File: config.mk
export PLATFORM = sky130hd
export DESIGN_NAME = range_frame_parser_averager
export DESIGN_NICKNAME = d
export VERILOG_FILES = /design/src/rtl/rfpa_pkg.sv /design/src/rtl/rfpa_front.sv /design/src/rtl/rfpa_queue.sv /design/src/rtl/rfpa_div.sv /design/src/rtl/rfpa_back.sv /design/src/rtl/range_frame_parser_averager.sv
export SDC_FILE = /design/constraint.sdc
export NUM_CORES = 1
export LEC_CHECK = 0
export BUFFER_PORTS_ARGS = -buffer_cell sky130_fd_sc_hd__buf_2
export CAP_MARGIN = 10
export CORE_MARGIN = 2
export CORE_UTILIZATION = 35
export DETAILED_ROUTE_END_ITERATION = 8
export PLACE_DENSITY = 0.55
export SLEW_MARGIN = 40
export SYNTH_ARGS = -nofsm -noshare
export SYNTH_HDL_FRONTEND = slang
export SYNTH_SLANG_ARGS = --single-unit
export TNS_END_PERCENT = 5
File: constraint.sdc
create_clock -name clk -period 6.1 [get_ports clk]
set_clock_uncertainty 0.1 [all_clocks]
set_input_delay 1.22 -clock clk [delete_from_list [all_inputs] [get_ports clk]]
set_output_delay 1.22 -clock clk [all_outputs]
set_load 0.01 [all_outputs]
File: src/rtl/rfpa_pkg.sv
// shared types and constants of the range frame parser and averager
`timescale 1ns / 1ps

package rfpa_pkg;

  // frame layout
  localparam int unsigned POINTS_PER_FRAME = 12;
  localparam int unsigned POINT_BYTES      = 15;
  localparam int unsigned FRAME_BYTES      = 196;

  localparam logic [7:0] HDR_BYTE  = 8'hAA;
  localparam logic [7:0] FUNC_CODE = 8'h02;
  localparam logic [7:0] FUNC_POS  = 8'd5;
  localparam logic [7:0] DATA_POS  = 8'd10;
  localparam logic [7:0] CHK_POS   = 8'(FRAME_BYTES - 2);
  localparam logic [7:0] LAST_POS  = 8'(FRAME_BYTES - 1);
  localparam logic [7:0] PTS_END   = 8'(10 + POINTS_PER_FRAME * POINT_BYTES);
  localparam logic [7:0] HDR_OFFSET = 8'd4;
  localparam logic [2:0] HDR_COUNT  = 3'd4;
  localparam logic [3:0] WCNT_LAST  = 4'(POINT_BYTES - 1);

  // widths
  localparam int unsigned SUM_W  = 20;
  localparam int unsigned VP_W   = 4;
  localparam int unsigned DIST_W = 16;
  localparam int unsigned TICK_W = 16;
  localparam int unsigned SAFE_W = 13;
  localparam int unsigned OUT_W  = 24;

  // register map
  localparam logic [1:0] REG_SAFE    = 2'd0;
  localparam logic [1:0] REG_TIMEOUT = 2'd1;
  localparam logic [1:0] REG_MAXD    = 2'd2;

  localparam logic [12:0] SAFE_RESET    = 13'd300;
  localparam logic [15:0] TIMEOUT_RESET = 16'd500;
  localparam logic [15:0] MAXD_RESET    = 16'd4000;

  typedef enum logic [1:0] {
    KIND_TICK,
    KIND_HDR,
    KIND_DATA
  } kind_t;

  typedef struct packed {
    kind_t      kind;
    logic [7:0] data;
  } item_t;

  typedef enum logic [2:0] {
    OUT_NONE      = 3'd0,
    OUT_ACCEPT    = 3'd1,
    OUT_BAD_FUNC  = 3'd2,
    OUT_BAD_SUM   = 3'd3,
    OUT_NO_POINTS = 3'd4
  } outcome_t;

  typedef struct packed {
    logic [SAFE_W-1:0] safe;
    logic [15:0]       timeout;
    logic [15:0]       max_dist;
  } cfg_t;

  typedef struct packed {
    logic             start;
    logic [SUM_W-1:0] dividend;
    logic [VP_W-1:0]  divisor;
  } div_req_t;

  typedef struct packed {
    logic             done;
    logic [SUM_W-1:0] quotient;
  } div_rsp_t;

  typedef struct packed {
    logic full;
    logic empty;
  } q_stat_t;

endpackage

File: src/rtl/rfpa_front.sv
// front end: takes stream words and classifies them for the queue
`timescale 1ns / 1ps

module rfpa_front (
  input  logic                s_tvalid,
  output logic                s_tready,
  input  logic [7:0]          s_tdata,
  input  logic                s_tuser,
  input  rfpa_pkg::q_stat_t   q_stat,
  output logic                push,
  output rfpa_pkg::item_t     push_item
);

  assign s_tready = !q_stat.full;
  assign push     = s_tvalid && !q_stat.full;

  always_comb begin
    push_item.data = s_tdata;
    if (s_tuser) begin
      push_item.kind = rfpa_pkg::KIND_TICK;
    end else if (s_tdata == rfpa_pkg::HDR_BYTE) begin
      push_item.kind = rfpa_pkg::KIND_HDR;
    end else begin
      push_item.kind = rfpa_pkg::KIND_DATA;
    end
  end

endmodule

File: src/rtl/rfpa_queue.sv
// short fifo between front end and frame engine
`timescale 1ns / 1ps

module rfpa_queue #(
  parameter int unsigned DEPTH = 4
) (
  input  logic              clk,
  input  logic              rst,
  input  logic              push,
  input  rfpa_pkg::item_t   push_item,
  input  logic              pop,
  output rfpa_pkg::item_t   pop_item,
  output rfpa_pkg::q_stat_t stat
);

  localparam int unsigned PTR_W = (DEPTH > 1) ? $clog2(DEPTH) : 1;
  localparam int unsigned CNT_W = $clog2(DEPTH + 1);
  localparam logic [PTR_W-1:0] PTR_LAST = PTR_W'(DEPTH - 1);
  localparam logic [CNT_W-1:0] CNT_FULL = CNT_W'(DEPTH);

  rfpa_pkg::item_t  mem [DEPTH];
  logic [PTR_W-1:0] wr_ptr;
  logic [PTR_W-1:0] rd_ptr;
  logic [CNT_W-1:0] count;

  assign stat.full  = (count == CNT_FULL);
  assign stat.empty = (count == '0);
  assign pop_item   = mem[rd_ptr];

  always_ff @(posedge clk) begin
    if (push) begin
      mem[wr_ptr] <= push_item;
    end
  end

  always_ff @(posedge clk) begin
    if (rst) begin
      wr_ptr <= '0;
      rd_ptr <= '0;
      count  <= '0;
    end else begin
      if (push) begin
        wr_ptr <= (wr_ptr == PTR_LAST) ? '0 : wr_ptr + 1'b1;
      end
      if (pop) begin
        rd_ptr <= (rd_ptr == PTR_LAST) ? '0 : rd_ptr + 1'b1;
      end
      unique case ({push, pop})
        2'b10:   count <= count + 1'b1;
        2'b01:   count <= count - 1'b1;
        default: count <= count;
      endcase
    end
  end

endmodule

File: src/rtl/rfpa_div.sv
// restoring divider, one quotient bit per cycle
`timescale 1ns / 1ps

module rfpa_div (
  input  logic               clk,
  input  logic               rst,
  input  rfpa_pkg::div_req_t req,
  output rfpa_pkg::div_rsp_t rsp
);

  localparam int unsigned N = rfpa_pkg::SUM_W;
  localparam int unsigned D = rfpa_pkg::VP_W;
  localparam logic [4:0]  CNT_LAST = 5'(N - 1);

  logic         busy;
  logic [4:0]   cnt;
  logic [D-1:0] rem;
  logic [D-1:0] dvs;
  logic [N-1:0] quo;
  logic         done;

  logic [D:0]   shifted;
  logic         fits;
  logic [D:0]   diff;

  assign shifted = {rem, quo[N-1]};
  assign fits    = (shifted >= {1'b0, dvs});
  assign diff    = shifted - {1'b0, dvs};

  assign rsp.done     = done;
  assign rsp.quotient = quo;

  always_ff @(posedge clk) begin
    if (rst) begin
      busy <= 1'b0;
      done <= 1'b0;
      cnt  <= '0;
    end else begin
      done <= 1'b0;
      if (req.start) begin
        busy <= 1'b1;
        cnt  <= '0;
      end else if (busy) begin
        cnt <= cnt + 1'b1;
        if (cnt == CNT_LAST) begin
          busy <= 1'b0;
          done <= 1'b1;
        end
      end
    end
  end

  always_ff @(posedge clk) begin
    if (req.start) begin
      rem <= '0;
      dvs <= req.divisor;
      quo <= req.dividend;
    end else if (busy) begin
      rem <= fits ? diff[D-1:0] : shifted[D-1:0];
      quo <= {quo[N-2:0], fits};
    end
  end

endmodule

File: src/rtl/rfpa_back.sv
// frame engine: header hunt, checksum, point averaging, timeout, result word
`timescale 1ns / 1ps

module rfpa_back (
  input  logic                          clk,
  input  logic                          rst,
  input  rfpa_pkg::cfg_t                cfg,
  input  rfpa_pkg::q_stat_t             q_stat,
  input  rfpa_pkg::item_t               item,
  output logic                          pop,
  output rfpa_pkg::div_req_t            div_req,
  input  rfpa_pkg::div_rsp_t            div_rsp,
  output logic                          m_tvalid,
  input  logic                          m_tready,
  output logic [rfpa_pkg::OUT_W-1:0]    m_tdata
);

  typedef enum logic [1:0] {
    ST_IDLE,
    ST_DIV,
    ST_SEND
  } state_t;

  state_t state;

  logic [2:0]                    header_matched;
  logic [7:0]                    body_index;
  logic [7:0]                    running_checksum;
  logic                          function_code_ok;
  logic [7:0]                    low_byte_hold;
  logic [rfpa_pkg::SUM_W-1:0]    distance_sum;
  logic [rfpa_pkg::VP_W-1:0]     valid_points;
  logic [3:0]                    wcnt;
  logic [rfpa_pkg::DIST_W-1:0]   current_distance;
  logic                          valid_flag;
  logic [rfpa_pkg::TICK_W-1:0]   ticks_since_update;

  logic                          out_free;
  logic                          tmo;
  logic                          valid_t;
  logic [rfpa_pkg::DIST_W-1:0]   cur_t;
  logic                          is_body;
  logic [7:0]                    b;
  logic [7:0]                    pos;
  logic                          in_pts;
  logic [7:0]                    chk_next;
  logic                          fc_next;
  logic [7:0]                    low_next;
  logic [3:0]                    wcnt_next;
  logic [rfpa_pkg::DIST_W-1:0]   d;
  logic                          d_ok;
  logic [rfpa_pkg::SUM_W-1:0]    sum_next;
  logic [rfpa_pkg::VP_W-1:0]     vp_next;
  logic                          last;
  rfpa_pkg::outcome_t            body_outcome;
  rfpa_pkg::outcome_t            send_outcome;
  logic                          start_div;
  logic                          send_now;
  logic                          out_load;
  logic [rfpa_pkg::OUT_W-1:0]    out_word;

  assign out_free = !m_tvalid || m_tready;
  assign pop      = (state == ST_IDLE) && !q_stat.empty && out_free;

  always_comb begin
    tmo     = valid_flag && (ticks_since_update > cfg.timeout);
    valid_t = tmo ? 1'b0 : valid_flag;
    cur_t   = tmo ? '0 : current_distance;
    b       = item.data;
    is_body = (item.kind != rfpa_pkg::KIND_TICK) && (header_matched == rfpa_pkg::HDR_COUNT);
    pos     = body_index + rfpa_pkg::HDR_OFFSET;

    if (pos < rfpa_pkg::CHK_POS) begin
      chk_next = running_checksum + b;
    end else if (pos == rfpa_pkg::CHK_POS) begin
      chk_next = running_checksum ^ b;
    end else begin
      chk_next = running_checksum;
    end

    fc_next = (pos == rfpa_pkg::FUNC_POS) ? (b == rfpa_pkg::FUNC_CODE) : function_code_ok;

    in_pts    = (pos >= rfpa_pkg::DATA_POS) && (pos < rfpa_pkg::PTS_END);
    low_next  = low_byte_hold;
    wcnt_next = wcnt;
    sum_next  = distance_sum;
    vp_next   = valid_points;
    d         = {b, low_byte_hold};
    d_ok      = (d != '0) && (d <= cfg.max_dist);
    if (in_pts) begin
      wcnt_next = (wcnt == rfpa_pkg::WCNT_LAST) ? 4'd0 : wcnt + 4'd1;
      if (wcnt == 4'd0) begin
        low_next = b;
      end else if (wcnt == 4'd1 && d_ok) begin
        sum_next = distance_sum + rfpa_pkg::SUM_W'(d);
        vp_next  = valid_points + 1'b1;
      end
    end

    last = (pos >= rfpa_pkg::LAST_POS);
    priority if (!fc_next) begin
      body_outcome = rfpa_pkg::OUT_BAD_FUNC;
    end else if (chk_next != 8'd0) begin
      body_outcome = rfpa_pkg::OUT_BAD_SUM;
    end else if (vp_next == '0) begin
      body_outcome = rfpa_pkg::OUT_NO_POINTS;
    end else begin
      body_outcome = rfpa_pkg::OUT_ACCEPT;
    end

    send_outcome = (is_body && last) ? body_outcome : rfpa_pkg::OUT_NONE;
    start_div    = pop && is_body && last && (body_outcome == rfpa_pkg::OUT_ACCEPT);
    send_now     = pop && !start_div;

    // result register load: a plain word from idle, the averaged word after the divide
    out_load = (state == ST_SEND) ? out_free : send_now;
    if (state == ST_SEND) begin
      out_word = {3'b000, rfpa_pkg::OUT_ACCEPT,
                  current_distance < rfpa_pkg::DIST_W'(cfg.safe),
                  1'b1, current_distance};
    end else begin
      out_word = {3'b000, send_outcome,
                  valid_t && (cur_t < rfpa_pkg::DIST_W'(cfg.safe)),
                  valid_t, cur_t};
    end
  end

  always_ff @(posedge clk) begin
    if (rst) begin
      state              <= ST_IDLE;
      header_matched     <= '0;
      body_index         <= '0;
      running_checksum   <= '0;
      function_code_ok   <= 1'b0;
      low_byte_hold      <= '0;
      distance_sum       <= '0;
      valid_points       <= '0;
      wcnt               <= '0;
      current_distance   <= '0;
      valid_flag         <= 1'b0;
      ticks_since_update <= '0;
      div_req            <= '0;
      m_tvalid           <= 1'b0;
      m_tdata            <= '0;
    end else begin
      div_req.start <= start_div;
      if (out_load) begin
        m_tvalid <= 1'b1;
        m_tdata  <= out_word;
      end else if (m_tready) begin
        m_tvalid <= 1'b0;
      end
      unique case (state)
        ST_IDLE: begin
          if (pop) begin
            valid_flag       <= valid_t || start_div;
            current_distance <= cur_t;
            if (item.kind == rfpa_pkg::KIND_TICK) begin
              if (ticks_since_update != '1) begin
                ticks_since_update <= ticks_since_update + 1'b1;
              end
            end else if (!is_body) begin
              header_matched <= (item.kind == rfpa_pkg::KIND_HDR) ?
                                header_matched + 3'd1 : 3'd0;
            end else if (!last) begin
              body_index       <= body_index + 8'd1;
              running_checksum <= chk_next;
              function_code_ok <= fc_next;
              low_byte_hold    <= low_next;
              distance_sum     <= sum_next;
              valid_points     <= vp_next;
              wcnt             <= wcnt_next;
            end else begin
              header_matched   <= '0;
              body_index       <= '0;
              running_checksum <= '0;
              function_code_ok <= 1'b0;
              low_byte_hold    <= '0;
              distance_sum     <= '0;
              valid_points     <= '0;
              wcnt             <= '0;
              if (start_div) begin
                ticks_since_update <= '0;
                div_req.dividend   <= sum_next;
                div_req.divisor    <= vp_next;
                state              <= ST_DIV;
              end
            end
          end
        end
        ST_DIV: begin
          if (div_rsp.done) begin
            current_distance <= div_rsp.quotient[rfpa_pkg::DIST_W-1:0];
            state            <= ST_SEND;
          end
        end
        ST_SEND: begin
          if (out_free) begin
            state <= ST_IDLE;
          end
        end
        default: begin
          state <= ST_IDLE;
        end
      endcase
    end
  end

endmodule

File: src/rtl/range_frame_parser_averager.sv
// top level of the rangefinder frame parser and distance averager
`timescale 1ns / 1ps

// path: each accepted word passes the queue, then its result word is registered;
//   a good frame's last byte first goes through the one-bit-per-cycle divider
// throughput: one word per cycle while the result stream is not stalled, except
//   after a good frame, while the divider holds the engine and the queue fills up
// reset: synchronous active-high rst empties the queue, clears parser state and
//   distance, and loads the config registers with 300 / 500 / 4000

module range_frame_parser_averager #(
  parameter int unsigned QUEUE_DEPTH = 4   // words buffered between front and engine
) (
  input  logic        clk,
  input  logic        rst,
  // input stream
  input  logic        s_tvalid,
  output logic        s_tready,
  input  logic [7:0]  s_tdata,    // [7:0] rx_byte
  input  logic        s_tuser,    // [0] op: 0 byte, 1 millisecond tick
  // result stream
  output logic        m_tvalid,
  input  logic        m_tready,
  output logic [23:0] m_tdata,    // [15:0] distance, [16] distance_valid,
                                  // [17] obstacle_near, [20:18] frame_outcome
  // config port
  input  logic        psel,
  input  logic        penable,
  input  logic        pwrite,
  input  logic [3:0]  paddr,
  input  logic [31:0] pwdata,
  output logic [31:0] prdata,
  output logic        pready
);

  rfpa_pkg::cfg_t     cfg;
  rfpa_pkg::q_stat_t  q_stat;
  rfpa_pkg::item_t    push_item;
  rfpa_pkg::item_t    pop_item;
  rfpa_pkg::div_req_t div_req;
  rfpa_pkg::div_rsp_t div_rsp;
  logic               push;
  logic               pop;
  logic               cfg_wr;

  // config registers, word addressed by paddr[3:2]
  assign pready = 1'b1;
  assign cfg_wr = psel && penable && pwrite;

  always_ff @(posedge clk) begin
    if (rst) begin
      cfg.safe     <= rfpa_pkg::SAFE_RESET;
      cfg.timeout  <= rfpa_pkg::TIMEOUT_RESET;
      cfg.max_dist <= rfpa_pkg::MAXD_RESET;
    end else if (cfg_wr) begin
      unique case (paddr[3:2])
        rfpa_pkg::REG_SAFE:    cfg.safe     <= pwdata[12:0];
        rfpa_pkg::REG_TIMEOUT: cfg.timeout  <= pwdata[15:0];
        rfpa_pkg::REG_MAXD:    cfg.max_dist <= pwdata[15:0];
        default: ;  // unmapped address, write dropped
      endcase
    end
  end

  // read back, zero-extended
  always_comb begin
    unique case (paddr[3:2])
      rfpa_pkg::REG_SAFE:    prdata = {19'd0, cfg.safe};
      rfpa_pkg::REG_TIMEOUT: prdata = {16'd0, cfg.timeout};
      rfpa_pkg::REG_MAXD:    prdata = {16'd0, cfg.max_dist};
      default:               prdata = 32'd0;
    endcase
  end

  // front end tags each word as tick, header byte or other byte
  rfpa_front u_front (
    .s_tvalid  (s_tvalid),
    .s_tready  (s_tready),
    .s_tdata   (s_tdata),
    .s_tuser   (s_tuser),
    .q_stat    (q_stat),
    .push      (push),
    .push_item (push_item)
  );

  // decoupling queue so input keeps flowing while the engine divides, until it is full
  rfpa_queue #(
    .DEPTH (QUEUE_DEPTH)
  ) u_queue (
    .clk       (clk),
    .rst       (rst),
    .push      (push),
    .push_item (push_item),
    .pop       (pop),
    .pop_item  (pop_item),
    .stat      (q_stat)
  );

  // frame engine owns the result register
  rfpa_back u_back (
    .clk      (clk),
    .rst      (rst),
    .cfg      (cfg),
    .q_stat   (q_stat),
    .item     (pop_item),
    .pop      (pop),
    .div_req  (div_req),
    .div_rsp  (div_rsp),
    .m_tvalid (m_tvalid),
    .m_tready (m_tready),
    .m_tdata  (m_tdata)
  );

  // average = point sum / point count
  rfpa_div u_div (
    .clk (clk),
    .rst (rst),
    .req (div_req),
    .rsp (div_rsp)
  );

endmodule

==> results.toml <==
[run_status]
status = "finished clean"

[clocking]
cts_buffers = 30
cts_buffer_depth = 3
clkSlewWorstSetupHoldPaths_ns = 0.06
clock_sinks = 267
insertion_delay_ns = 0.58
cts_setup_buffers = 0
htreeDepth = 1
cts_root_buf = "clkbuf_16"
hold_buffers = 0
cts_tree = "yes"
postCtsResizedCells = 0

[synth]
synth_fa_ha_area_share_pct = 9.301
synth_cells = 1589
synth-simple-area-share_pct = 18.66
yosysSeqAreaShare_pct = 41.43
netlist_area_sq_um = 14450
async_flop_share_pct = 0
synth_compound_area_share_pct = 16.17
ys_ff_latch = 267
synth_enable_flop_cells = 64
avgSynthCellArea_sq_um = 9.092
yosysWarnings = 0
synth_cell_types = 79
synth_top_family_by_area = "simple AND/OR/NAND/NOR gates"
synth.mux.area_fraction_pct = 7.214
ys.flop_type = "dfxtp_1"
synthXorXnorAreaFrac_pct = 1.940

[floorplanning]
die_area_sq_um = 42920
start_util_pct = 35.38
io_pins = 111
num_rows = 74
die_h_um = 207.2
core_area_sq_um = 40830
die_x_um = 207.2

[timing]
hold_viol = 0
drv_slew = 0
period_share_pct = 83.76
min_period_ns = 5.109
maxSlewHeadroom_pct = 44.97
clock.fmax_mhz = 195.7
rsz0062_at_grt = "no"
setup-violations-final = 0
worst_pin_slew_ns = 0.8168
tns_ns = 0

[critical_path]
critPathKind = "reg -> reg"
crit_arrival_ns = 5.51
critPathLaunchType = "flip-flop"
end_kind = "flip-flop"
required_ns = 6.50
crit_fanout = 15

[pwr]
power_uw = 4641
power.leakage_uw = 0.006251
power_density_nw_per_um2 = 285.2
irDropWorstVdd_v = 0.0002093

[finish]
design_area_sq_um = 16270
fillers = 4026
fin_nets = 1786
multiInputGateArea_sq_um = 7824
drive_above_1_share_pct = 13.07
n_antenna_cell = 0
finalNonFillerCells = 2185
layout_commonest_cell = "dfxtp_1"
seqCellArea_sq_um = 5986
syn_to_final_growth_pct = 12.63
fin_util_pct = 39.85
final_cell_mix = "203 x dfxtp_1, 171 x nand2_1, 138 x a21oi_1, 126 x nor2_1, 101 x ha_1"

[place]
dp_cells = 2129
io_buffer_count = 72
postPlaceCellArea_sq_um = 15240
hpwl_mm = 26.53
place.gp.congestion = 0.8127

[detailed_routing]
dr_wl_met2_mm = 16.29
avgRoutedWirePerCell_um = 16.95
wl_met3_mm = 1.630
wl_met1_mm = 18.41
via_per_inst = 5.289
dr.first_iter.drc_count = 702
drt-total-wl_mm = 37.03
vias = 11560
drt_pass1_iterations = 5
ant_nets = 0
highest_layer = "met5"
drc = 0

[grt]
grt_first_pass_wirelength_mm = 59.35
antenna_found_initial = 2
grt_pass1_vias = 10830
grt_max_degree = 81
grt_usage_pct = 16.80
grt-ovfl-total = 0

[run]
cap_violations = 0

[hold_path]
hold_class = "reg -> reg"
[through the flow]
stage	hold WS (ns)	setup WS, ns
CTS	0.3391	0.9914
floorplan	0.3090	1.775
global placement	0.3147	1.050
detailed placement	0.3252	1.013
global route	0.3496	0.4978
finish	0.3344	0.9908
[final timing paths]
check	cells past startpoint	end	slack, ns	from
setup / recovery	13	u_back.m_tdata[19]	0.99	flip-flop
hold / removal	0	u_div.dvs[2]	0.33	u_back.div_req[2]
setup reg to reg	13	u_back.m_tdata[19]	0.99	flip-flop
hold reg to reg	0	u_div.dvs[2]	0.33	u_back.div_req[2]
[where the power goes]
group | internal (uW) | switching (uW)
sequential | 1880 | 55.7
combinational | 307 | 543
clock | 1110 | 746
[registers in the layout (all words and copies together), names as in the netlist, 8 cells and up, named ones only]
signal and cells:
u_queue.mem 40, u_back.running_checksum 8, u_back.current_distance 16, u_div.quo 20, u_back.body_index 8, u_back.ticks_since_update 16
cfg 45, u_back.low_byte_hold 8, u_back.distance_sum 20, u_back.div_req 25, u_back.m_tdata 21
[cells in the mapped netlist (4+ instances only)]
cell	count	share of area [%]
edfxtp_1	64	13
or3b_2	4	0.24
a21o_1	24	1.2
clkbuf_1	62	1.6
mux4_2	10	1.6
a211o_1	16	0.97
buf_2	9	0.31
mux2i_1	49	3.4
nor3_1	36	1.2
ha_1	101	8.7
a31oi_1	8	0.35
nand2_1	171	4.4
fa_1	4	0.55
nand3b_1	7	0.36
dfxtp_1	203	28
nor2_1	126	3.3
o21a_1	8	0.42
a31o_2	5	0.30
a22oi_1	23	1.2
nand2b_1	24	1.0
inv_1	74	1.9
nand4_1	17	0.74
and3_1	11	0.48
o21ai_0	67	2.3
nor4_1	10	0.43
buf_1	4	0.10
mux2_2	29	2.3
a22o_1	5	0.30
and2_1	4	0.17
o31ai_1	7	0.36
nor2b_1	41	1.8
or3_1	22	0.95
or2_2	10	0.43
buf_4	21	1.1
a21oi_1	139	4.8
a211oi_1	23	1.2
nor3b_1	4	0.21
o21bai_1	5	0.26
or4_1	6	0.31
xor2_1	17	1.0
nand3_1	45	1.6
xnor2_1	15	0.91
[logic make-up after synthesis]
family / after synthesis
flip-flops: 267
multiplexers: 88
AND/OR/NAND/NOR: 553
XOR/XNOR: 32
other: 2
adder cells (fa/ha/maj): 105
buffers and inverters: 173
AO/OA/AOI/OAI: 369
[area by class of cell]
class	instances	share of cell area [%]
clock buffer	47	5.606
clock inverter	9	0.6920
inverter	74	1.707
multi-input combinational	1167	48.08
sequential	267	36.79
tap	532	4.091
timing repair buffer	89	3.037
[routing by layer]
layer  up-vias  global-route usage [%]
li1       5746                       -
met1      5521                   24.80
met2       236                   25.98
met3        49                   2.441
met4         4                   3.571
met5         -                       0
[worst max-delay path, cell delays in order, from the launching register on]
cell     delay [ns]
dfxtp_1        0.50
buf_4          0.25
mux4_2         0.66
ha_1           0.27
fa_1           0.43
a31o_2         0.24
a31oi_1        0.21
mux2i_1        0.12
o221a_1        0.27
or3_4          0.38
nor4b_1        0.49
nand2_1        0.54
a21oi_1        0.38
mux2i_1        0.21
Note: power is estimated with default switching activity, not from simulation.
